==> src/rtl/core/kpn_pkg.sv <==
`default_nettype none

package kpn_pkg;

  localparam int MAX_WIDTH  = 1024;
  localparam int MAX_HEIGHT = 1024;

  // column index, column count (can hold the width itself), row count, height
  localparam int AW = $clog2(MAX_WIDTH);
  localparam int CW = $clog2(MAX_WIDTH + 1);
  localparam int RW = $clog2(MAX_HEIGHT + 3);
  localparam int HW = $clog2(MAX_HEIGHT + 1);

  localparam int SCORE_W = 16;
  localparam int COORD_W = 10;
  localparam int SIZE_W  = 11;
  localparam int CFG_IDX_W = 2;

  localparam logic [CFG_IDX_W-1:0] REG_THRESHOLD = 2'd0;
  localparam logic [CFG_IDX_W-1:0] REG_WIDTH     = 2'd1;
  localparam logic [CFG_IDX_W-1:0] REG_HEIGHT    = 2'd2;

  typedef logic signed [SCORE_W-1:0] score_t;

  localparam score_t              SCORE_MIN       = 16'sh8000;
  localparam score_t              THRESHOLD_RESET = 16'sd61;
  localparam logic [SIZE_W-1:0]   WIDTH_RESET     = 11'd480;
  localparam logic [SIZE_W-1:0]   HEIGHT_RESET    = 11'd360;

  // one line store entry: the two previous rows at one column
  typedef struct packed {
    score_t mid;
    score_t up;
  } line_t;

  // an accepted item with its decision context
  typedef struct packed {
    logic [AW-1:0]      addr;
    logic               wrap;
    logic               left_ok;
    logic               top_ok;
    logic               bot_ok;
    logic               dec;
    logic               done;
    logic [COORD_W-1:0] x;
    logic [COORD_W-1:0] y;
    score_t             s;
  } item_t;

  typedef struct packed {
    logic               kp;
    logic [COORD_W-1:0] x;
    logic [COORD_W-1:0] y;
    score_t             score;
    logic               dec;
    logic               done;
  } result_t;

  function automatic score_t smax(input score_t a, input score_t b);
    return (a > b) ? a : b;
  endfunction

endpackage

`default_nettype wire

==> src/rtl/core/kpn_window.sv <==
`default_nettype none

module kpn_window
  import kpn_pkg::*;
(
  input  wire logic   clk,
  input  wire logic   rst,
  input  wire logic   shift,
  input  wire item_t  item,
  input  wire line_t  rd_line,
  input  wire score_t threshold,
  output result_t     result
);

  typedef struct packed {
    score_t top;
    score_t mid;
    score_t bot;
  } col_t;

  function automatic score_t col_max(input col_t col, input logic top_ok,
                                     input logic bot_ok);
    score_t t;
    score_t b;
    t = top_ok ? col.top : SCORE_MIN;
    b = bot_ok ? col.bot : SCORE_MIN;
    return smax(smax(col.mid, t), b);
  endfunction

  // two newest window columns; the oldest is never looked at again
  col_t   col1, col2, ncol;
  score_t lm, cm, rm;
  score_t lmax, cmax, rmax, centre;
  item_t  item2;
  score_t best;

  always_comb begin
    ncol.top = rd_line.up;
    ncol.mid = rd_line.mid;
    ncol.bot = item.s;
    lm = item.left_ok ? col_max(col1, item.top_ok, item.bot_ok) : SCORE_MIN;
    cm = col_max(col2, item.top_ok, item.bot_ok);
    rm = item.wrap ? SCORE_MIN : col_max(ncol, item.top_ok, item.bot_ok);
  end

  always_ff @(posedge clk) begin
    if (rst) begin
      col1 <= '0;
      col2 <= '0;
    end else if (shift) begin
      col1 <= col2;
      col2 <= ncol;
    end
  end

  always_ff @(posedge clk) begin
    if (shift) begin
      lmax   <= lm;
      cmax   <= cm;
      rmax   <= rm;
      centre <= col2.mid;
      item2  <= item;
    end
  end

  always_comb begin
    best         = smax(smax(lmax, cmax), rmax);
    result.dec   = item2.dec;
    result.kp    = item2.dec && (centre > threshold) && (centre >= best);
    result.x     = item2.dec ? item2.x : '0;
    result.y     = item2.dec ? item2.y : '0;
    result.score = item2.dec ? centre : '0;
    result.done  = item2.dec && item2.done;
  end

endmodule

`default_nettype wire

==> config.mk <==
export PLATFORM = sky130hd
export DESIGN_NAME = kpn_window
export DESIGN_NICKNAME = d
export VERILOG_FILES = /design/src/rtl/core/kpn_pkg.sv /design/src/rtl/core/kpn_window.sv
export SDC_FILE = /design/constraint.sdc
export NUM_CORES = 1
export LEC_CHECK = 0
export CAP_MARGIN = 20
export CORE_MARGIN = 2
export CORE_UTILIZATION = 31
export DETAILED_ROUTE_END_ITERATION = 7
export DONT_BUFFER_PORTS = 1
export HOLD_SLACK_MARGIN = 0.03
export PLACE_DENSITY_LB_ADDON = 0.12
export SLEW_MARGIN = 30
export SYNTH_ARGS = -nofsm -noshare
export SYNTH_HDL_FRONTEND = slang
export SYNTH_SLANG_ARGS = --single-unit
==> constraint.sdc <==
create_clock -name clk -period 11.6 [get_ports clk]
set_input_delay 2.32 -clock clk [delete_from_list [all_inputs] [get_ports clk]]
set_output_delay 2.32 -clock clk [all_outputs]
set_load 0.03 [all_outputs]
# Word level (Yosys, flattened, before mapping)

Cells that the tools add are included.

Logic and storage cells: 44
Bits in latches: 0
Output and inout port bits: 39
Register bits: 182
Memories kept: 0
Bits in writable memories: 0
Bits of input ports: 103
ROM bits: 0

Multiplexer cells: 17
Equality and inequality tests: 0
Shift operators: 0
$mul: 0
Reduce and logical (&&, ||, !) cells: 3
Magnitude comparators: 10
Div/mod/pow operators: 0
Bitwise logic cells: 0
$add $sub $neg: 0

Operators by type and width:

| operator                       | count |
|---|---|
| 16-bit 2-to-1 mux              | 15 |
| 16-bit greater-than comparator | 9 |
| 10-bit 2-to-1 mux              | 2 |
| 16-bit >= comparator           | 1 |
| 1-bit logical AND              | 3 |

# Longest topological paths before layout

Gate-level depths: netlist (run 1).

Word-level depth: 6
Depth in mapped cells: 27
Depth with buffers taken out: 24

# Worst setup path before layout (run 1)

Ideal clock, no wire load.

Kind: register -> output
From: reg lmax[15]
To: out result[38] in the netlist's numbering
Required time: 9280 ps
Path buffers: 3
Path slack: 2956 ps
Stages on the path, launching flop included: 27
Data arrival time: 6324 ps
Cell sequence: edfxtp_1 -> ha_1 -> nand4_1 -> or4_4 -> a21oi_2 -> nor3_1 -> mux2_4 -> buf_12 -> mux2_4 -> ha_1 -> nor2b_1 -> o211ai_1 -> a21oi_1 -> o21ai_0 -> a21oi_1 -> nor3b_1 -> buf_2 -> buf_2 -> mux2i_2 -> ha_1 -> a21o_1 -> a21o_1 -> a21oi_1 -> o22ai_1 -> a211oi_1 -> mux2i_1 -> nor4_1

RTL lines:

| item                     | RTL line         | RTL |
|---|---|---|
| start: declaration       | kpn_window.sv:33 | `score_t lmax, cmax, rmax, centre;` |
| start signal: assignment | kpn_window.sv:58 | `lmax <= lm;` |
| end: declaration         | kpn_window.sv:12 | `output result_t result` |

==> impl_metrics.ini, run 1 <==
[floorplanning]
die_y_um = 202
core_sq_um = 38700
die_area_sq_um = 40900
top_level_ports = 142
start_util_pct = 31.5
fp.dieW_um = 202
row_count = 72

[route]
drt.antenna.violating_nets = 0
routed_via_density = 5.01
drcViolationCount = 0
avgRoutedWirePerCell_um = 21.1
drtIter0Drc = 601
drt_first_pass_iters = 5
totalWireLength_mm = 37.2
via_count = 8846

[outcome]
status = finished clean

[synthesis]
avgSynthCellArea_sq_um = 9.62
ys_seq_elements = 182
async_reset_ff_share_pct = 0
seq_area_frac_synth_pct = 37.0
ys_types = 55
synth_edf_count = 86
ys_warn_count = 0
syn_area_sq_um = 12200
synthCells = 1267
ys.flop_type = dfxtp_1
syn-num-nets = 1530

[finish]
final_nets = 1497
drive_above_1_share_pct = 7.38
synthToLayoutAreaGrowth_pct = 8.83
layout_commonest_cell = ha_1
final_area_sq_um = 13300
finish.utilization_pct = 34.2
final_cell_mix = 160 x ha_1, 138 x mux2i_1, 116 x nand2_1

[critical_path]
worst-path-buf-inv = 2
cp_top_family = simple AND/OR/NAND/NOR gates
reg2reg_setup_slack_ns = 6.08
worst_r2r_endpoint = lmax[7]
start_kind = flop
worst_path_max_delay_cell = nor3b_4
required_ns = 9.28
r2r_cells = 17
critPathCaptureType = output pin
critical_path.max_stage_delay_ns = 0.59
critPathArrivalTime_ns = 6.93
worstSetupPathType = flop to output pin
rr_startpoint = col1[47]
path_max_fanout = 16

[sta]
slew_headroom_pct = 44.3
setup_viol = 0
skew_ns = 0.0103
hold_viol = 0
fin_crit_ns = 9.25
setup_tns_ns = 0
maxSlewViolCount = 0
worst_pin_slew_ns = 0.815
fmax_ghz = 0.108
period_share_pct = 79.7
rsz0062_at_grt = no

[clock_tree]
root_buffer = clkbuf_16
insertion_delay_ns = 0.44
cts_num_sinks = 182
tritoncts = built
htreeDepth = 4
cts_hold_buf = 0
post_cts_buffers = 0
cts_max_path_buffers = 2
clk_pin_slew_ns = 0.08
cts_made_buffers = 17
cts_resized = 0

[pwr]
pwr-share-comb_pct = 34.3
p_leak_nw = 5.82
p_sw_uw = 731
power_density_nw_per_um2 = 160
pwr-share-seq_pct = 36.7
pwr-share-clk_pct = 29.0
internal_power_mw = 1.39
vdd_drop_max_v = 0.0000788
p_sw_share_pct = 34.5

[worst_hold_path]
hp-class = flop to flop
holdPathStages = 2
hold_start = col1[32]
hold_end = col1[32]

[grt]
grt_pass1_wl_mm = 54.9
grt_overflow = 0
antenna_found_initial = 2
grt_max_degree = 183
grt_use_total_pct = 18.2
first_global_vias = 8491

[place]
port_buffers = 0
gp_congestion = 0.809
place_area_sq_um = 12600
dp_hpwl_mm = 28.8

[flow_run]
maxCapViolations = 0
[cell usage after synthesis (4+ instances only)]
cell type  count  share of area [%]
nand2_1      116                3.6
clkbuf_1      41                1.3
a21o_1        22                1.4
buf_1          6               0.18
mux2i_1      139                 11
o211ai_1      10               0.62
edfxtp_1      86                 21
nand4_1       37                1.9
mux2_4        10                1.2
dfxtp_1       96                 16
inv_1        101                3.1
o21a_1        16               0.99
mux2_2        24                2.2
buf_2          7               0.29
nor4_1         5               0.26
nor2b_1       16               0.82
ha_1         160                 16
o31ai_1        4               0.25
a221oi_1      14                1.0
nor2_1       113                3.5
nand3_1       28                1.1
a211oi_1       6               0.37
mux2i_2        9                1.0
a21oi_1       82                3.4
o21ai_0       15               0.62
and2_1        58                3.0
[layout make-up]
class | count | area (sq um)
diodes | 1 | 2.50
clock buffers | 19 | 464
clock inverters | 13 | 148
fillers | 4064 | 25500
inverters | 101 | 379
multi-input cells | 927 | 7080
flip-flops and latches | 182 | 4500
well taps | 518 | 648
repair buffers | 5 | 37.5
[per-stage QoR]
step | cells | total power, mW | hold slack (ns) | worst slack, ns
CTS | 1765 | 2.15 | 0.499 | 2.01
global route | 1765 | 2.26 | 0.524 | 1.88
finish | 1766 | 2.12 | 0.493 | 2.35
global placement | 1733 | 1.52 | 0.468 | 2.58
detailed placement | 1733 | 1.53 | 0.478 | 2.51
floorplan | 1267 | 1.36 | 0.452 | 2.96
[power groups by stage]
| stage | combinational, mW | sequential [mW] | clock [mW] |
|---|---|---|---|
| final | 0.726 | 0.778 | 0.614 |
| after global routing | 0.818 | 0.785 | 0.654 |
| after CTS | 0.736 | 0.779 | 0.631 |
| after floorplan | 0.593 | 0.772 | 0 |
| after detailed placement | 0.731 | 0.794 | 0 |
| after global placement | 0.725 | 0.793 | 0 |
[layer usage]
metal	global-route usage [%]	share of wire, %	wire length (um)	up-vias
met5	0	0.062	23	-
li1	-	-	-	4467
met3	4.45	6.0	2230	24
met4	3.83	1.1	397	4
met2	28.6	45	16800	151
met1	25.3	48	17700	4200
[kinds of logic (layout without fill, tap and decap cells)]
group           after synthesis  in the layout  synth area share, %
mux                         182            182                 15.9
compound gates              191            191                 10.2
flops                       182            182                 37.0
buf+inv                     158            138                 5.13
other cells                   0              1                    0
simple gates                394            394                 15.4
fa+ha+maj                   160            160                 16.4
[how the worst max path moves through the flow]
| stage | from | slack (ns) | endpoint | depth (start not counted) |
|---|---|---|---|---|
| detailed placement | lmax[15] | 2.51 | result[38] | 25 |
| CTS | lmax[15] | 2.01 | result[38] | 25 |
| global route | lmax[15] | 1.88 | result[38] | 25 |
| global placement | lmax[15] | 2.58 | result[38] | 25 |
| finish | lmax[15] | 2.35 | result[38] | 25 |
| floorplan | lmax[15] | 2.96 | result[38] | 26 |
[worst reg2reg max path, cell delays in order (launching register included)]
cell and delay [ns]:
dfxtp_1 0.34, nor2b_1 0.07, ha_1 0.40, and4_1 0.25, nand4_1 0.20, a211o_1 0.33, and3_1 0.17, o22ai_4 0.59
mux2i_1 0.55, ha_1 0.33, nor2b_1 0.13, o211ai_1 0.16, a2111oi_0 0.13, nor4_1 0.32, mux2i_2 0.69, buf_4 0.34
a21oi_1 0.11, o21a_1 0.16
[registers in the layout (all words and copies together) (netlist names)]
register and count:
col1 48, col2 48, item2 21, centre 16, cmax 16, lmax 16
rmax 16, result 1
No activity file was read; power rests on OpenSTA's default activity.
==> run 2: changes to the inputs <==
--- a/config.mk
+++ b/config.mk
@@ -5,6 +5,7 @@
 export SDC_FILE = /design/constraint.sdc
 export NUM_CORES = 1
 export LEC_CHECK = 0
+export ABC_AREA = 1
 export CAP_MARGIN = 20
 export CORE_MARGIN = 2
 export CORE_UTILIZATION = 31
==> constraint.sdc (replaced) <==
create_clock -name clk -period 7.6 [get_ports clk]
set_input_delay 1.52 -clock clk [delete_from_list [all_inputs] [get_ports clk]]
set_output_delay 1.52 -clock clk [all_outputs]
set_load 0.03 [all_outputs]
==> run 2 against run 1 <==
Against the previous run: cell count up 28%; critical path depth up 4; largest power group is now combinational cells; sequential power up 61%; total power up 93%; global-route usage up 1.5 points; routed wire length up 13%; area after synthesis up 5.2%; clock-buffer cell count up 1; hold slack worse by 0.029 ns; sequential cell count unchanged; non-clock buffer count down 1; setup slack worse by 1.7 ns; highest routed layer is now met4.
==> impl_metrics.ini, run 2 <==
[synthesis]
synth_edf_count = 86
ys.flop_type = dfxtp_1
seq_area_frac_synth_pct = 35.1
ys_warn_count = 0
yosysMostFrequentCell = nand2_1
synth_top_area_share_pct = 20.1
ys_types = 36
yosys.area.top_type = edfxtp_1
synth_area_leaders = edfxtp_1 20%, nand2_1 17%, ha_1 16%
synthCells = 1775
syn-num-nets = 2038
avgSynthCellArea_sq_um = 7.22
ys_seq_elements = 182
async_reset_ff_share_pct = 0
synth_commonest_cells = 589 x nand2_1, 238 x inv_1, 160 x a21oi_1, 160 x ha_1, 96 x dfxtp_1
syn_area_sq_um = 12800

[critical_path]
worstSetupPathType = flop to output pin
cp_num_cells = 29
critical_path.max_stage_delay_ns = 0.46
path_max_fanout = 17
cp_top_family = simple AND/OR/NAND/NOR gates
worstSetupStartpoint = lmax[15]
rr_startpoint = col2[47]
start_kind = flop
worst-path-buf-inv = 2
critPathCaptureType = output pin
worst_path_max_delay_cell = edfxtp_1
required_ns = 6.08
reg2reg_setup_slack_ns = 2.64
critPathArrivalTime_ns = 5.47
r2r_cells = 21
cp_common_cell = nand2_1

[route]
drtIter0Drc = 798
via_count = 11098
drcViolationCount = 0
avgRoutedWirePerCell_um = 18.6
totalWireLength_mm = 42.1
routed_via_density = 4.89
drt_first_pass_iters = 7
drt.antenna.violating_nets = 0

[sta]
setup_viol = 0
worst_pin_slew_ns = 0.970
setup_tns_ns = 0
hold_viol = 0
slew_headroom_pct = 35.3
period_share_pct = 92.0
maxSlewViolCount = 0
skew_ns = 0.00999
fmax_ghz = 0.143
rsz0062_at_grt = no
fin_crit_ns = 6.99
whs_ns = 0.464

[grt]
first_global_vias = 10356
antenna_found_initial = 0
grt_max_degree = 188
grt_use_total_pct = 19.7
grt_overflow = 0
grt_pass1_wl_mm = 63.3

[clock_tree]
cts_max_path_buffers = 2
insertion_delay_ns = 0.48
cts_hold_buf = 0
tritoncts = built
htreeDepth = 4
clk_pin_slew_ns = 0.07
cts_made_buffers = 17
cts_resized = 0
post_cts_buffers = 0
root_buffer = clkbuf_16
cts_num_sinks = 182

[outcome]
status = finished clean

[floorplanning]
start_util_pct = 31.4
top_level_ports = 142
die_y_um = 207
die_area_sq_um = 43000
fp.dieW_um = 207
row_count = 74
core_sq_um = 40800

[finish]
final_cell_mix = 589 x nand2_1, 237 x inv_1, 160 x a21oi_1, 160 x ha_1, 96 x dfxtp_1
drive_above_1_share_pct = 4.03
layout_commonest_cell = nand2_1
top_regs = col1: 48 flops, col2: 48 flops, item2: 21 flops
synthToLayoutAreaGrowth_pct = 7.81
diodes = 0
finish.utilization_pct = 33.9
nFillCells = 4419
fin_cells = 2269
final_nets = 1987

[place]
dp_hpwl_mm = 33.5
port_buffers = 0
gp_congestion = 0.879
dp_cells = 2237

[flow_run]
maxCapViolations = 0

[worst_hold_path]
hold_start = col1[47]
hp-class = flop to flop
holdPathStages = 2

[pwr]
power_density_nw_per_um2 = 296
vdd_drop_max_v = 0.000139
p_leak_nw = 7.06
-- run 2: logic make-up (layout without fill, tap and decap cells) --
kind of cell | count (synthesis) | after routing | synth area share [%]
AO/OA/AOI/OAI | 223 | 223 | 9.62
adder cells (fa/ha/maj) | 160 | 160 | 15.6
buffers and inverters | 316 | 278 | 9.55
flip-flops | 182 | 182 | 35.1
AND/OR/NAND/NOR | 894 | 894 | 30.1
-- run 2: final cells by class --
type,count,area [sq um],area share (%)
clock buffers,20,457,3.30
well taps,532,666,4.81
inverters,242,908,6.57
multi-input cells,1277,7090,51.3
clock inverters,12,165,1.19
repair buffers,4,30.0,0.217
flip-flops and latches,182,4500,32.6
-- run 2: worst reg2reg max path, stage by stage, from the launching register on --
cell     delay [ns]
dfxtp_1        0.33
nor2_1         0.37
ha_1           0.34
nand2_1        0.09
inv_1          0.04
nand3_1        0.09
a21oi_1        0.07
nor2_1         0.15
nand3_1        0.47
nand3_2        0.46
nand2_1        0.11
and2_1         0.16
ha_1           0.32
nand4_1        0.14
nor3_1         0.25
nand2_1        0.11
nand3_1        0.08
nand2_1        0.08
nor2_2         0.53
inv_2          0.29
nand2_1        0.12
nand2_1        0.10
-- run 2: worst paths after layout --
path | end
worst max-delay path | result[38]
worst max register to register | cmax[11]
worst min-delay path | col1[47]
worst min register to register | col1[47]
-- run 2: through the flow --
stage / total power [mW] / setup WS [ns] / cell area, sq um
3_5_place_dp: 3.14 / 1.13 / 13200
2_1_floorplan: 2.67 / 1.70 / 12800
5_1_grt: 4.46 / 0.0258 / 13800
6_report: 4.09 / 0.609 / 13800
4_1_cts: 4.12 / 0.578 / 13800
3_3_place_gp: 3.11 / 1.10 / 13200
-- run 2: power by group --
group | total, mW | internal [mW] | switching, mW | leakage (nW)
clock network | 0.960 | 0.540 | 0.420 | 0.301
logic | 1.88 | 0.637 | 1.24 | 5.11
registers | 1.25 | 1.16 | 0.0895 | 1.65
total | 4.09 | 2.34 | 1.75 | 7.06
-- run 2: per-layer routing --
layer / wire length [um] / part of all wire (%) / global-route usage, % / vias to the layer above
met2: 18600 / 44 / 30.4 / 297
met1: 20500 / 49 / 27.5 / 5048
met4: 811 / 1.9 / 5.99 / 0
met5: 0 / 0 / 0 / -
met3: 2280 / 5.4 / 4.21 / 37
li1: - / - / - / 5716
