### src/rtl/core/kpn_pkg.sv
`default_nettype none

package kpn_pkg;

  localparam int MAX_WIDTH  = 1024;
  localparam int MAX_HEIGHT = 1024;

  // column index, column count (can hold the width itself), row count, height
  localparam int AW = $clog2(MAX_WIDTH);
  localparam int CW = $clog2(MAX_WIDTH + 1);
  localparam int RW = $clog2(MAX_HEIGHT + 3);
  localparam int HW = $clog2(MAX_HEIGHT + 1);

  localparam int SCORE_W = 16;
  localparam int COORD_W = 10;
  localparam int SIZE_W  = 11;
  localparam int CFG_IDX_W = 2;

  localparam logic [CFG_IDX_W-1:0] REG_THRESHOLD = 2'd0;
  localparam logic [CFG_IDX_W-1:0] REG_WIDTH     = 2'd1;
  localparam logic [CFG_IDX_W-1:0] REG_HEIGHT    = 2'd2;

  typedef logic signed [SCORE_W-1:0] score_t;

  localparam score_t              SCORE_MIN       = 16'sh8000;
  localparam score_t              THRESHOLD_RESET = 16'sd61;
  localparam logic [SIZE_W-1:0]   WIDTH_RESET     = 11'd480;
  localparam logic [SIZE_W-1:0]   HEIGHT_RESET    = 11'd360;

  // one line store entry: the two previous rows at one column
  typedef struct packed {
    score_t mid;
    score_t up;
  } line_t;

  // an accepted item with its decision context
  typedef struct packed {
    logic [AW-1:0]      addr;
    logic               wrap;
    logic               left_ok;
    logic               top_ok;
    logic               bot_ok;
    logic               dec;
    logic               done;
    logic [COORD_W-1:0] x;
    logic [COORD_W-1:0] y;
    score_t             s;
  } item_t;

  typedef struct packed {
    logic               kp;
    logic [COORD_W-1:0] x;
    logic [COORD_W-1:0] y;
    score_t             score;
    logic               dec;
    logic               done;
  } result_t;

  function automatic score_t smax(input score_t a, input score_t b);
    return (a > b) ? a : b;
  endfunction

endpackage

`default_nettype wire

### src/rtl/core/kpn_pos.sv
`default_nettype none

module kpn_pos
  import kpn_pkg::*;
(
  input  wire logic          clk,
  input  wire logic          rst,
  input  wire logic          accept,
  input  wire logic          frame_start,
  input  wire logic          flush,
  input  wire score_t        score,
  input  wire logic [CW-1:0] w,
  input  wire logic [HW-1:0] h,
  output logic [AW-1:0]      rd_addr,
  output item_t              item
);

  logic [AW-1:0] column_count, column_next;
  logic [RW-1:0] row_count, row_next;

  logic [AW-1:0] c0, c;
  logic [RW-1:0] r0, r, hr, h2, ysel;
  logic [CW-1:0] cn, xsel;
  logic          wrap_in;
  item_t         item_next;

  always_comb begin
    hr = RW'(h);
    h2 = hr + RW'(2);
    c0 = frame_start ? '0 : column_count;
    r0 = frame_start ? '0 : row_count;
    // width lowered under a running frame: start the next row
    wrap_in = CW'(c0) >= w;
    c = wrap_in ? '0 : c0;
    r = (wrap_in && r0 < h2) ? r0 + RW'(1) : r0;

    cn = CW'(c) + CW'(1);
    if (cn >= w) begin
      column_next = '0;
      row_next    = (r < h2) ? r + RW'(1) : r;
    end else begin
      column_next = cn[AW-1:0];
      row_next    = r;
    end

    // column 0 closes the row two up, any other column decides its upper-left neighbour
    item_next.addr    = c;
    item_next.wrap    = (c == '0);
    ysel              = item_next.wrap ? r - RW'(2) : r - RW'(1);
    xsel              = item_next.wrap ? w - CW'(1) : CW'(c) - CW'(1);
    item_next.dec     = item_next.wrap ? (r >= RW'(2) && r < h2)
                                       : (r >= RW'(1) && r < hr + RW'(1));
    item_next.left_ok = item_next.wrap || (c >= AW'(2));
    item_next.top_ok  = (ysel != '0);
    item_next.bot_ok  = (ysel < hr - RW'(1));
    item_next.done    = item_next.wrap && (ysel == hr - RW'(1));
    item_next.x       = COORD_W'(xsel);
    item_next.y       = COORD_W'(ysel);
    item_next.s       = flush ? SCORE_MIN : score;
  end

  assign rd_addr = c;

  always_ff @(posedge clk) begin
    if (rst) begin
      column_count <= '0;
      row_count    <= '0;
    end else if (accept) begin
      column_count <= column_next;
      row_count    <= row_next;
    end
  end

  always_ff @(posedge clk) begin
    if (accept) item <= item_next;
  end

endmodule

`default_nettype wire

### config.mk
export PLATFORM = sky130hd
export DESIGN_NAME = kpn_pos
export DESIGN_NICKNAME = d
export VERILOG_FILES = /design/src/rtl/core/kpn_pkg.sv /design/src/rtl/core/kpn_pos.sv
export SDC_FILE = /design/constraint.sdc
export NUM_CORES = 1
export LEC_CHECK = 0
export CORE_ASPECT_RATIO = 1.5
export CORE_UTILIZATION = 30
export CTS_BUF_LIST = sky130_fd_sc_hd__clkbuf_4
export DETAILED_ROUTE_END_ITERATION = 8
export DONT_BUFFER_PORTS = 1
export PLACE_DENSITY = 0.55
export SLEW_MARGIN = 30
export SYNTH_ARGS = -nofsm -noshare
export SYNTH_HDL_FRONTEND = slang
export SYNTH_SLANG_ARGS = --single-unit
### constraint.sdc
create_clock -name clk -period 19.2 [get_ports clk]
set_input_delay 3.84 -clock clk [delete_from_list [all_inputs] [get_ports clk]]
set_output_delay 3.84 -clock clk [all_outputs]
set_load 0.05 [all_outputs]
After elaboration in Yosys (flattened, before gate mapping)
Cells that the tools add are included.

storage, ports and cells
  register bits = 73
  output and inout bits = 62
  input bits = 43
  logic and storage cells = 49

operators by class
  reductions and logical operators = 7
  muxes and demuxes = 10
  $add $sub $neg = 10
  $lt $le $gt $ge = 9
  eq/ne operators = 1

operator list
  cell                                                                     count
  11-bit two-way mux                                                       5
  11-bit less-than comparator                                              4
  10-bit two-way mux                                                       4
  11-bit by 1-bit adder with 11-bit output (second input constant)         3
  11-bit by 1-bit subtractor with 11-bit output (second input constant)    2
  10-bit by 1-bit subtractor with 10-bit output (second input constant)    2
  10-bit by 1-bit adder with 11-bit output (second input constant)         1
  11-bit by 2-bit adder with 11-bit output (second input constant)         1
  11-bit equality test                                                     1
  10-bit by 11-bit >= comparator with 1-bit output                         1
  11-bit by 1-bit >= comparator with 1-bit output (second input constant)  1
  11-bit >= comparator                                                     1
  11-bit by 2-bit >= comparator with 1-bit output (second input constant)  1
  11-bit nonzero test                                                      1
  11-bit by 2-bit subtractor with 11-bit output (second input constant)    1
  10-bit by 2-bit >= comparator with 1-bit output (second input constant)  1
  10-bit zero test                                                         1
  1-bit logical AND                                                        4
  1-bit logical OR                                                         1
  1-bit two-way mux                                                        1

Logic depth before layout (Yosys ltp)
Gate-level depths: netlist of run 1.

  depth after elaboration = 8
  depth in mapped cells = 30
  mapped depth without buffers = 29

Worst setup path before layout of run 1
No wires, ideal clock.

  path type = input-to-output
  start point = input frame_start
  end point = output rd_addr[4]
  stages on the path = 13
  path buffers = 5
  data required time = 15.360 ns
  arrival = 6.189 ns
  path slack = 9.171 ns
  path through = buf_4 -> buf_2 -> clkbuf_1 -> nor2b_1 -> ha_1 -> a21oi_1 -> o21ai_0 -> a21oi_1 -> o22ai_2 -> nor2_1 -> and2_1 -> clkbuf_1 -> buf_4

RTL lines
  what             RTL line       source
  start, declared  kpn_pos.sv:9   input wire logic frame_start,
  end, declared    kpn_pos.sv:14  output logic [AW-1:0] rd_addr,

Worst setup path in the final report of run 1
  start point = input frame_start
  end point = output rd_addr[0]

between the ends
  longest elaborated chain between the ends = 3

ends and longest elaborated chain
  what                                              RTL line       source
  10-bit two-way mux *                              kpn_pos.sv:30  c0 = frame_start ? '0 : column_count;
  10-bit by 11-bit >= comparator with 1-bit output  kpn_pos.sv:33  wrap_in = CW'(c0) >= w;
  10-bit two-way mux *                              kpn_pos.sv:34  c = wrap_in ? '0 : c0;

Every way passes the cells marked *; elsewhere a longest branch is shown, timed or not.

==> results of run 1 <==
placed cells by master (no fill, tap or decap), types with 3 or more instances in the layout:
master                       n
sky130_fd_sc_hd__nand2_1    47
sky130_fd_sc_hd__a211o_1     3
sky130_fd_sc_hd__nor4_1      7
sky130_fd_sc_hd__a2111oi_0   3
sky130_fd_sc_hd__or4_1       5
sky130_fd_sc_hd__inv_1      37
sky130_fd_sc_hd__dfxtp_1    21
sky130_fd_sc_hd__nor2_1     35
sky130_fd_sc_hd__nand3_1    38
sky130_fd_sc_hd__a31oi_1    10
sky130_fd_sc_hd__nand2b_1   19
sky130_fd_sc_hd__o221ai_1    4
sky130_fd_sc_hd__nor2b_1    43
sky130_fd_sc_hd__o22ai_1     3
sky130_fd_sc_hd__o21ai_0    23
sky130_fd_sc_hd__mux2i_1     3
sky130_fd_sc_hd__clkbuf_4   10
sky130_fd_sc_hd__ha_1       71
sky130_fd_sc_hd__and3_1      5
sky130_fd_sc_hd__nand4_1    19
sky130_fd_sc_hd__a311o_1     3
sky130_fd_sc_hd__xor2_1     16
sky130_fd_sc_hd__xnor2_1    35
sky130_fd_sc_hd__nor3b_1     9
sky130_fd_sc_hd__a21o_1      5
sky130_fd_sc_hd__o21a_1      6
sky130_fd_sc_hd__and2_1      6
sky130_fd_sc_hd__o211ai_1    5
sky130_fd_sc_hd__buf_4      10
sky130_fd_sc_hd__xor2_2      4
sky130_fd_sc_hd__or2_2       4
sky130_fd_sc_hd__edfxtp_1   52
sky130_fd_sc_hd__a21oi_1    46
sky130_fd_sc_hd__nor3_1     19
power breakdown:
| group | switching (mW) | internal, mW |
|---|---|---|
| combinational | 0.0221 | 0.0172 |
| clock | 0.0577 | 0.0406 |
| sequential | 0.0270 | 0.177 |
layout make-up:
class	count	area share, %
clock inverter	6	0.896
tap	268	5.00
antenna	1	0.0373
clock buffer	10	1.12
timing repair buffer	10	1.12
sequential	73	29.6
inverter	39	2.18
multi-input combinational	547	60.1
critical path, stage by stage:
cell	delay [ps]
sky130_fd_sc_hd__nor2b_1	240
sky130_fd_sc_hd__ha_1	290
sky130_fd_sc_hd__nand2_1	70
sky130_fd_sc_hd__nor2_1	30
sky130_fd_sc_hd__a21oi_1	230
sky130_fd_sc_hd__o22ai_2	270
sky130_fd_sc_hd__nor2_1	410
sky130_fd_sc_hd__nand2_1	250
sky130_fd_sc_hd__inv_1	480
metal layers:
metal  track usage (%)  wire length [um]
met1              17.4              6550
met2              29.7              9250
met3              2.59               641
met4              8.20               515
met5                 0                 0
metrics by stage:
step / hold slack [ps] / total power [mW] / worst slack (ps)
floorplan: 441 / 0.244 / 9170
global placement: 469 / 0.247 / 9340
detailed placement: 460 / 0.248 / 9240
CTS: 480 / 0.346 / 9230
global route: 493 / 0.357 / 9110
finish: 472 / 0.342 / 9230
registers in the layout (all words and copies together) (netlist names):
signal	cells
row_count	11
item	52
column_count	10
cell usage after synthesis, drive strengths merged, types with 15 or more instances:
| master | instances |
|---|---|
| o21ai | 27 |
| edfxtp | 52 |
| buf | 26 |
| clkbuf | 15 |
| a21oi | 48 |
| dfxtp | 21 |
| nor2b | 43 |
| xor2 | 20 |
| inv | 39 |
| nor3 | 20 |
| nand3 | 38 |
| nand4 | 19 |
| xnor2 | 37 |
| nor2 | 36 |
| ha | 71 |
| nand2b | 20 |
| nand2 | 48 |
worst max-delay path by stage:
stage | from | depth (start not counted) | slack [ps] | to
final | frame_start | 9 | 9230 | rd_addr[0]
after global placement | w[2] | 9 | 9340 | rd_addr[0]
after floorplan | frame_start | 13 | 9170 | rd_addr[4]
after global routing | w[2] | 9 | 9110 | rd_addr[0]
after CTS | frame_start | 8 | 9230 | rd_addr[0]
after detailed placement | frame_start | 9 | 9240 | rd_addr[0]
cell families (layout without fill, tap and decap cells):
kind of cell | after synthesis | in the layout | share of synthesized area, %
buf+inv | 80 | 65 | 6.03
other cells | 0 | 1 | 0
simple gates | 270 | 270 | 22.9
fa+ha+maj | 74 | 74 | 14.4
xor+xnor | 58 | 58 | 9.22
compound gates | 140 | 140 | 15.6
mux | 5 | 5 | 0.880
flops | 73 | 73 | 31.0
==> impl_metrics.yaml, run 1 <==
floorplanning:
  design.die.area_sq_um: 21900
  num_io_pins: 105
  height_of_the_chip_um: 181
  die_w_um: 121
  core_region_area_sq_um: 21000
  placementRows: 65
  initial_core_util_pct: 30.5
clocking:
  ctsHtreeMaxLevel: 3
  worstSkewPairLatency_ps: 420
  cts.hold.buffers_added: 0
  clock-sinks: 73
  clk_path_buf_depth: 2
  tritoncts: "done"
  cts-root-buf: "sky130_fd_sc_hd__clkbuf_4"
  cts.clk_slew.worst_paths_ps: 110
  post_cts.resized_instances: 0
  cts_buffers: 9
  post_cts.repair.setup_buffers: 0
pwr:
  cellLeakagePower_nw: 2.47
  power_density_nw_per_um2: 51.0
  largest_vdd_supply_drop_uv: 22.7
drt:
  drt_pre_antenna_iters: 4
  vias: 5061
  post_drt_antenna_nets: 0
  vias_per_cell: 5.31
  detailed_route_iter0_violations: 286
  wire_per_inst_um: 17.8
  drcViolationCount: 0
  totalWireLength_um: 17000
synth:
  synth_top_area_share_pct: 24.4
  synth_area_leader_cell: "sky130_fd_sc_hd__edfxtp_1"
  ys_ff_latch: 73
  synthesis.nets: 814
  synth_enable_flop_cells: 52
  ys_dominant_reg_cell: "sky130_fd_sc_hd__edfxtp_1"
  syn-cell-area_sq_um: 6390
  synth.distinct_cells: 79
  synth_cells: 700
  postSynthAreaPerCell_sq_um: 9.14
  ys_top_cells_by_area: "sky130_fd_sc_hd__edfxtp_1 24%, sky130_fd_sc_hd__ha_1 14%, sky130_fd_sc_hd__dfxtp_1 6.6%, sky130_fd_sc_hd__xnor2_1 4.8%, sky130_fd_sc_hd__nor2b_1 4.2%"
  synth_sequential_area_ratio_pct: 31.0
  yosys_warnings: 0
  synthArstFlopShare_pct: 0
worst_hold_path:
  worstHoldPathCells: 2
  min-delay-start: "column_count[1]$_SDFFE_PP0P_"
  worst_hold_path.endpoint: "column_count[1]$_SDFFE_PP0P_"
  hold_path.class: "reg2reg"
setup_path:
  worstRegToRegCells: 25
  reg2reg_from: "row_count[2]$_SDFFE_PP0P_"
  critical_path_peak_fanout: 26
  rr_endpoint: "item[38]$_DFFE_PP_"
  cp.arrival_ps: 6130
  flop2flop_setup_slack_ps: 13220
  crit_path_end_kind: "output port"
  timing_worst_setup_path_type: "in2out"
  critPathLaunchType: "input port"
  critical_path_required_ps: 15360
sta:
  finalSetupViolCount: 0
  fin_crit_sh_pct: 52.0
  worst_clock_skew_ps: 22.5
  final_hold_viol_count: 0
  worst_pin_slew_ps: 896
  setup_total_negative_slack_ps: 0
  report.final.slew_viol_count: 0
  relative_slew_margins_pct: 38.7
  upper_clock_frequency_limit_mhz: 100
  finalCriticalPeriod_ps: 9970
  grt_setup_unrepaired: "no"
final_layout:
  area_taken_by_multi_input_logic_gates_sq_um: 4030
  finish.instance_area_sq_um: 6700
  area_growth_syn_to_layout_pct: 4.83
  layout.filler_cells: 2205
  fin_cells: 954
  sequential_cell_area_sq_um: 1980
  layout_cell_share_with_drive_strength_beyond_1_pct: 8.91
  finalNetCount: 794
  fin_util_pct: 31.9
global_routing:
  grt_antenna_before_repair: 1
  grt_pass1_wl_um: 27700
  via_count_of_the_first_global_routing_pass: 5226
  grt-ovfl-total: 0
  pin_count_of_the_biggest_net_entering_global_routing: 91
  track_usage_pct: 16.1
place:
  port_buffers: 0
  place_hpwl_um: 13000
  numPlacedInstances: 937
  placed_instance_area_sq_um: 6570
  place_congestion: 0.790
status:
  outcome: "finished clean"
job:
  cap_violations: 0
Note: power is estimated with default switching activity, not from simulation.
==> run 2, diff against run 1 <==
==> constraint.sdc (replaced) <==
create_clock -name clk -period 10.2 [get_ports clk]
set_input_delay 2.04 -clock clk [delete_from_list [all_inputs] [get_ports clk]]
set_output_delay 2.04 -clock clk [all_outputs]
set_load 0.05 [all_outputs]
==> impl_metrics.yaml, run 2 (same netlist as run 1, synthesis figures left out) <==
final_layout:
  regMostFlops: "item"
  sequential_cell_area_sq_um: 1980
  area_growth_syn_to_layout_pct: 5.52
  leading_cell_type_in_the_layout_fill_and_taps_excluded: "sky130_fd_sc_hd__ha_1"
  layout_cell_share_with_drive_strength_beyond_1_pct: 8.93
  largestRegisters: "item x52, row_count x11, column_count x10"
  area_taken_by_multi_input_logic_gates_sq_um: 4030
  layout.filler_cells: 2202
  finalNetCount: 792
  largest_register_ffs: 52
  mostFrequentLayoutCells: "71 x sky130_fd_sc_hd__ha_1, 52 x sky130_fd_sc_hd__edfxtp_1, 47 x sky130_fd_sc_hd__nand2_1, 46 x sky130_fd_sc_hd__a21oi_1, 42 x sky130_fd_sc_hd__nor2b_1"
worst_hold_path:
  worstHoldPathCells: 2
  hold_path.class: "reg2reg"
  min-delay-start: "column_count[1]$_SDFFE_PP0P_"
  worst_hold_path.endpoint: "column_count[1]$_SDFFE_PP0P_"
setup_path:
  cp.arrival_ps: 7670
  worstSetupStartpoint: "h[3]"
  reg2reg_from: "row_count[2]$_SDFFE_PP0P_"
  critical_path_required_ps: 10520
  critical-path-max-stage-delay_ps: 510
  timing_worst_setup_path_type: "in2reg"
  critical_path_peak_fanout: 13
  rr_endpoint: "item[38]$_DFFE_PP_"
  timing.critical_path.slowest_stage_cell: "sky130_fd_sc_hd__or3b_2"
  worstRegToRegCells: 25
  crit_path_end_kind: "flop"
  critPathLaunchType: "input port"
  flop2flop_setup_slack_ps: 4340
pwr:
  switchingPower_mw: 0.208
  cellLeakagePower_nw: 2.49
  power_density_nw_per_um2: 104
  cell_internal_pwr_mw: 0.492
  largest_vdd_supply_drop_uv: 74.8
  seq_power_share_pct: 54.9
  clkPwrFrac_pct: 34.5
  power.combinational.fraction_pct: 10.5
  sw_frac_of_total_pct: 29.7
drt:
  vias: 5060
  vias_per_cell: 5.32
  detailed_route_iter0_violations: 241
  drcViolationCount: 0
  totalWireLength_um: 17100
  wire_per_inst_um: 17.9
  post_drt_antenna_nets: 0
  drt_pre_antenna_iters: 5
floorplanning:
  die_w_um: 121
  height_of_the_chip_um: 181
  core_region_area_sq_um: 21000
  initial_core_util_pct: 30.5
  placementRows: 65
  num_io_pins: 105
  design.die.area_sq_um: 21900
global_routing:
  grt-ovfl-total: 0
  grt_pass1_wl_um: 27200
  global_route.peak_usage_layer: "met2"
  groute.layer.met3.usage_pct: 2.87
  globalRouteMet2Util_pct: 29.9
  pin_count_of_the_biggest_net_entering_global_routing: 91
  use_met1_pct: 17.4
  via_count_of_the_first_global_routing_pass: 4946
  track_usage_pct: 16.1
  grt_antenna_before_repair: 1
clocking:
  worstSkewPairLatency_ps: 460
  clock-sinks: 73
  cts_buffers: 9
  tritoncts: "done"
  ctsHtreeMaxLevel: 3
  cts-root-buf: "sky130_fd_sc_hd__clkbuf_4"
  post_cts.resized_instances: 0
  cts.clk_slew.worst_paths_ps: 140
  clk_path_buf_depth: 2
  cts.hold.buffers_added: 0
  post_cts.repair.setup_buffers: 0
sta:
  setup_total_negative_slack_ps: 0
  grt_setup_unrepaired: "no"
  finalCriticalPeriod_ps: 7350
  fin_crit_sh_pct: 72.1
  relative_slew_margins_pct: 39.8
  upper_clock_frequency_limit_mhz: 136
  worst_clock_skew_ps: 26.7
  final_hold_viol_count: 0
  finalSetupViolCount: 0
  report.final.slew_viol_count: 0
  finalWorstSetupSlack_ps: 2850
  worst_pin_slew_ps: 902
place:
  place_congestion: 0.843
  place_hpwl_um: 13200
  port_buffers: 0
  post-place-ws_ps: 2410
status:
  outcome: "finished clean"
job:
  cap_violations: 0
## run 2: cell types whose count changed in the layout (fill, tap and decap cells not counted), sizes merged
cell    previous run  this run
clkbuf            10         9
buf               10         8
bufinv             1         3
inv               39        41
clkinv             4         1
## run 2: critical path, delay by kind of cell
kind / cells / cell delay (ps)
and+or+nand+nor: 8 / 1680
adders and majority gates: 4 / 1210
buffers and inverters: 1 / 200
xor gates and xnor gates: 2 / 390
muxes: 1 / 490
AOI/OAI and AO/OA: 10 / 1640
## run 2: final cells by class
type                    instances  area share (%)
repair buffers                  8           0.890
clock inverters                 7            1.84
diodes                          1          0.0371
inverters                      39            2.17
multi-input cells             547            59.7
well taps                     268            4.97
clock buffers                   9            1.00
flip-flops and latches         73            29.4
## run 2: power groups by stage
stage / sequential [mW] / combinational, mW / clock, mW
2_1_floorplan: 0.390 / 0.0688 / 0
3_3_place_gp: 0.392 / 0.0735 / 0
3_5_place_dp: 0.392 / 0.0741 / 0
6_report: 0.385 / 0.0737 / 0.242
5_1_grt: 0.386 / 0.0849 / 0.262
4_1_cts: 0.386 / 0.0745 / 0.253
## run 2: worst max path at each step
stage	to	cells after the start
finish	item[38]$_DFFE_PP_	26
global route	item[38]$_DFFE_PP_	26
CTS	item[38]$_DFFE_PP_	26
detailed placement	item[38]$_DFFE_PP_	26
global placement	item[38]$_DFFE_PP_	26
floorplan	item[38]$_DFFE_PP_	27
## run 2: layer usage
layer	wire length (um)	vias up	share of wire, %
li1	-	2492	-
met3	710	26	4.2
met1	6580	2417	39
met5	0	-	0
met2	9320	125	55
met4	446	0	2.6
## run 2: metrics by stage
stage | total power, mW | utilization, % | instance area [sq um] | std cells | hold WS [ps]
finish | 0.701 | 32.2 | 6750 | 952 | 486
global route | 0.733 | 32.2 | 6750 | 952 | 516
CTS | 0.713 | 32.1 | 6750 | 951 | 483
detailed placement | 0.466 | 31.2 | 6550 | 935 | 462
global placement | 0.466 | 31.2 | 6550 | 935 | 464
floorplan | 0.459 | - | 6390 | 700 | 441
==> run 3, diff against run 2 <==
--- a/config.mk
+++ b/config.mk
@@ -10,7 +10,7 @@
 export CTS_BUF_LIST = sky130_fd_sc_hd__clkbuf_4
 export DETAILED_ROUTE_END_ITERATION = 8
 export DONT_BUFFER_PORTS = 1
-export PLACE_DENSITY = 0.55
+export PLACE_DENSITY = 0.56
 export SLEW_MARGIN = 30
 export SYNTH_ARGS = -nofsm -noshare
 export SYNTH_HDL_FRONTEND = slang
==> constraint.sdc (replaced) <==
create_clock -name clk -period 5.9 [get_ports clk]
set_input_delay 1.18 -clock clk [delete_from_list [all_inputs] [get_ports clk]]
set_output_delay 1.18 -clock clk [all_outputs]
set_load 0.05 [all_outputs]
==> impl_metrics.yaml, run 3 (same netlist as run 1, synthesis figures left out) <==
floorplanning:
  die_w_um: 121
  height_of_the_chip_um: 181
  placementRows: 65
  initial_core_util_pct: 30.5
  num_io_pins: 105
  core_region_area_sq_um: 21000
  design.die.area_sq_um: 21900
sta:
  upper_clock_frequency_limit_mhz: 183
  finalCriticalPeriod_ps: 5470
  final_hold_viol_count: 0
  setup_total_negative_slack_ps: 0
  fin_crit_sh_pct: 92.7
  report.final.slew_viol_count: 0
  worst_clock_skew_ps: 18.2
  relative_slew_margins_pct: 42.8
  hold_slack_ps: 473
  grt_setup_unrepaired: "no"
  finalWorstSetupSlack_ps: 431
  worst_pin_slew_ps: 852
  finalSetupViolCount: 0
final_layout:
  largest_register_ffs: 52
  regMostFlops: "item"
  leading_cell_type_in_the_layout_fill_and_taps_excluded: "sky130_fd_sc_hd__ha_1"
  finish.instance_area_sq_um: 7060
  fin_cells: 996
  mostFrequentLayoutCells: "69 x sky130_fd_sc_hd__ha_1, 52 x sky130_fd_sc_hd__edfxtp_1, 52 x sky130_fd_sc_hd__buf_4, 47 x sky130_fd_sc_hd__nand2_1, 46 x sky130_fd_sc_hd__a21oi_1"
  finalNetCount: 836
  largestRegisters: "item x52, row_count x11, column_count x10"
  layout_cell_share_with_drive_strength_beyond_1_pct: 15.3
  area_growth_syn_to_layout_pct: 10.4
  fin_util_pct: 33.6
clocking:
  tritoncts: "done"
  clock-sinks: 73
  cts.clk_slew.worst_paths_ps: 150
  cts-root-buf: "sky130_fd_sc_hd__clkbuf_4"
  post_cts.resized_instances: 0
  cts_buffers: 9
  clk_path_buf_depth: 2
  ctsHtreeMaxLevel: 3
  worstSkewPairLatency_ps: 450
  post_cts.repair.setup_buffers: 0
  cts.hold.buffers_added: 0
status:
  outcome: "finished clean"
worst_hold_path:
  hold_path.class: "reg2reg"
pwr:
  p_total_mw: 1.12
  power_density_nw_per_um2: 158
  cellLeakagePower_nw: 2.69
  largest_vdd_supply_drop_uv: 69.3
setup_path:
  cpLargestDelayFamily: "compound AO/OA/AOI/OAI gates"
  timing.critical_path.mode_cell: "sky130_fd_sc_hd__ha_1"
  critical-path-max-stage-delay_ps: 570
  critical_path_peak_fanout: 26
  critical_path_required_ps: 6090
  crit_path_end_kind: "flop"
  critPathLaunchType: "input port"
  timing.critical_path.slowest_stage_cell: "sky130_fd_sc_hd__a2111oi_0"
  cp.arrival_ps: 5660
  critical_path.n_buffers_inverters: 3
  crit_path_cell_trace: "nor2b_1 -> ha_1 -> a21o_1 -> a21oi_1 -> o22ai_2 -> nor2_1 -> nand2_1 -> ha_1 -> o21ai_1 -> inv_1 -> buf_4 -> a21oi_1 -> ha_1 -> nand3b_1 -> a2111oi_0 -> buf_4 -> nand4_1 -> xor2_1"
  timing_worst_setup_path_type: "in2reg"
place:
  place_congestion: 0.898
  numPlacedInstances: 979
  place_hpwl_um: 13700
  port_buffers: 0
  placed_instance_area_sq_um: 6920
  post-place-ws_ps: -30.1
drt:
  drcViolationCount: 0
  post_drt_antenna_nets: 0
  vias_per_cell: 5.20
  detailed_route_iter0_violations: 309
  wire_per_inst_um: 17.5
  vias: 5181
  drt_pre_antenna_iters: 4
  totalWireLength_um: 17500
global_routing:
  grt_pass1_wl_um: 27600
  grt-ovfl-total: 0
  pin_count_of_the_biggest_net_entering_global_routing: 91
  grt_antenna_before_repair: 1
  track_usage_pct: 16.4
  via_count_of_the_first_global_routing_pass: 5125
job:
  cap_violations: 0
==> run 3: changes by cell type in the layout (fill, tap and decap cells not counted), sizes merged <==
cell,previous run,this run
bufinv,3,0
inv,41,43
buf,8,52
clkinv,1,2
==> run 3: final timing paths <==
kind	startpoint	endpoint	slack, ps	depth (start not counted)
worst max-delay path	frame_start	item[34]$_DFFE_PP_	430	18
worst min-delay path	column_count[1]$_SDFFE_PP0P_	column_count[1]$_SDFFE_PP0P_	470	2
worst max register to register	column_count[8]$_SDFFE_PP0P_	item[34]$_DFFE_PP_	700	18
worst min register to register	column_count[1]$_SDFFE_PP0P_	column_count[1]$_SDFFE_PP0P_	470	2
==> run 3: layout make-up <==
cell class / instances / area [sq um]
Sequential cell: 73 / 1980
Fill cell: 2203 / 13900
Tap cell: 268 / 335
Timing Repair Buffer: 52 / 390
Clock buffer: 9 / 67.6
Clock inverter: 7 / 70.1
Antenna cell: 1 / 2.50
Inverter: 39 / 149
Multi-Input combinational cell: 547 / 4060
==> run 3: power breakdown <==
| part | switching [mW] | total [mW] | internal (mW) |
|---|---|---|---|
| logic | 0.0746 | 0.138 | 0.0639 |
| clock network | 0.216 | 0.314 | 0.0979 |
| registers | 0.0877 | 0.665 | 0.577 |
==> run 3: routing by layer <==
metal / wire, um / track usage [%] / vias up
met5: 0 / 0 / -
met1: 6610 / 18.2 / 2438
met3: 714 / 1.83 / 36
met2: 9430 / 30.0 / 125
met4: 701 / 8.79 / 0
li1: - / - / 2582
==> run 3: worst min-delay path: stages (launching register included) <==
cell	delay [ps]
sky130_fd_sc_hd__dfxtp_1	340
sky130_fd_sc_hd__nand2b_1	60
sky130_fd_sc_hd__a21oi_1	50
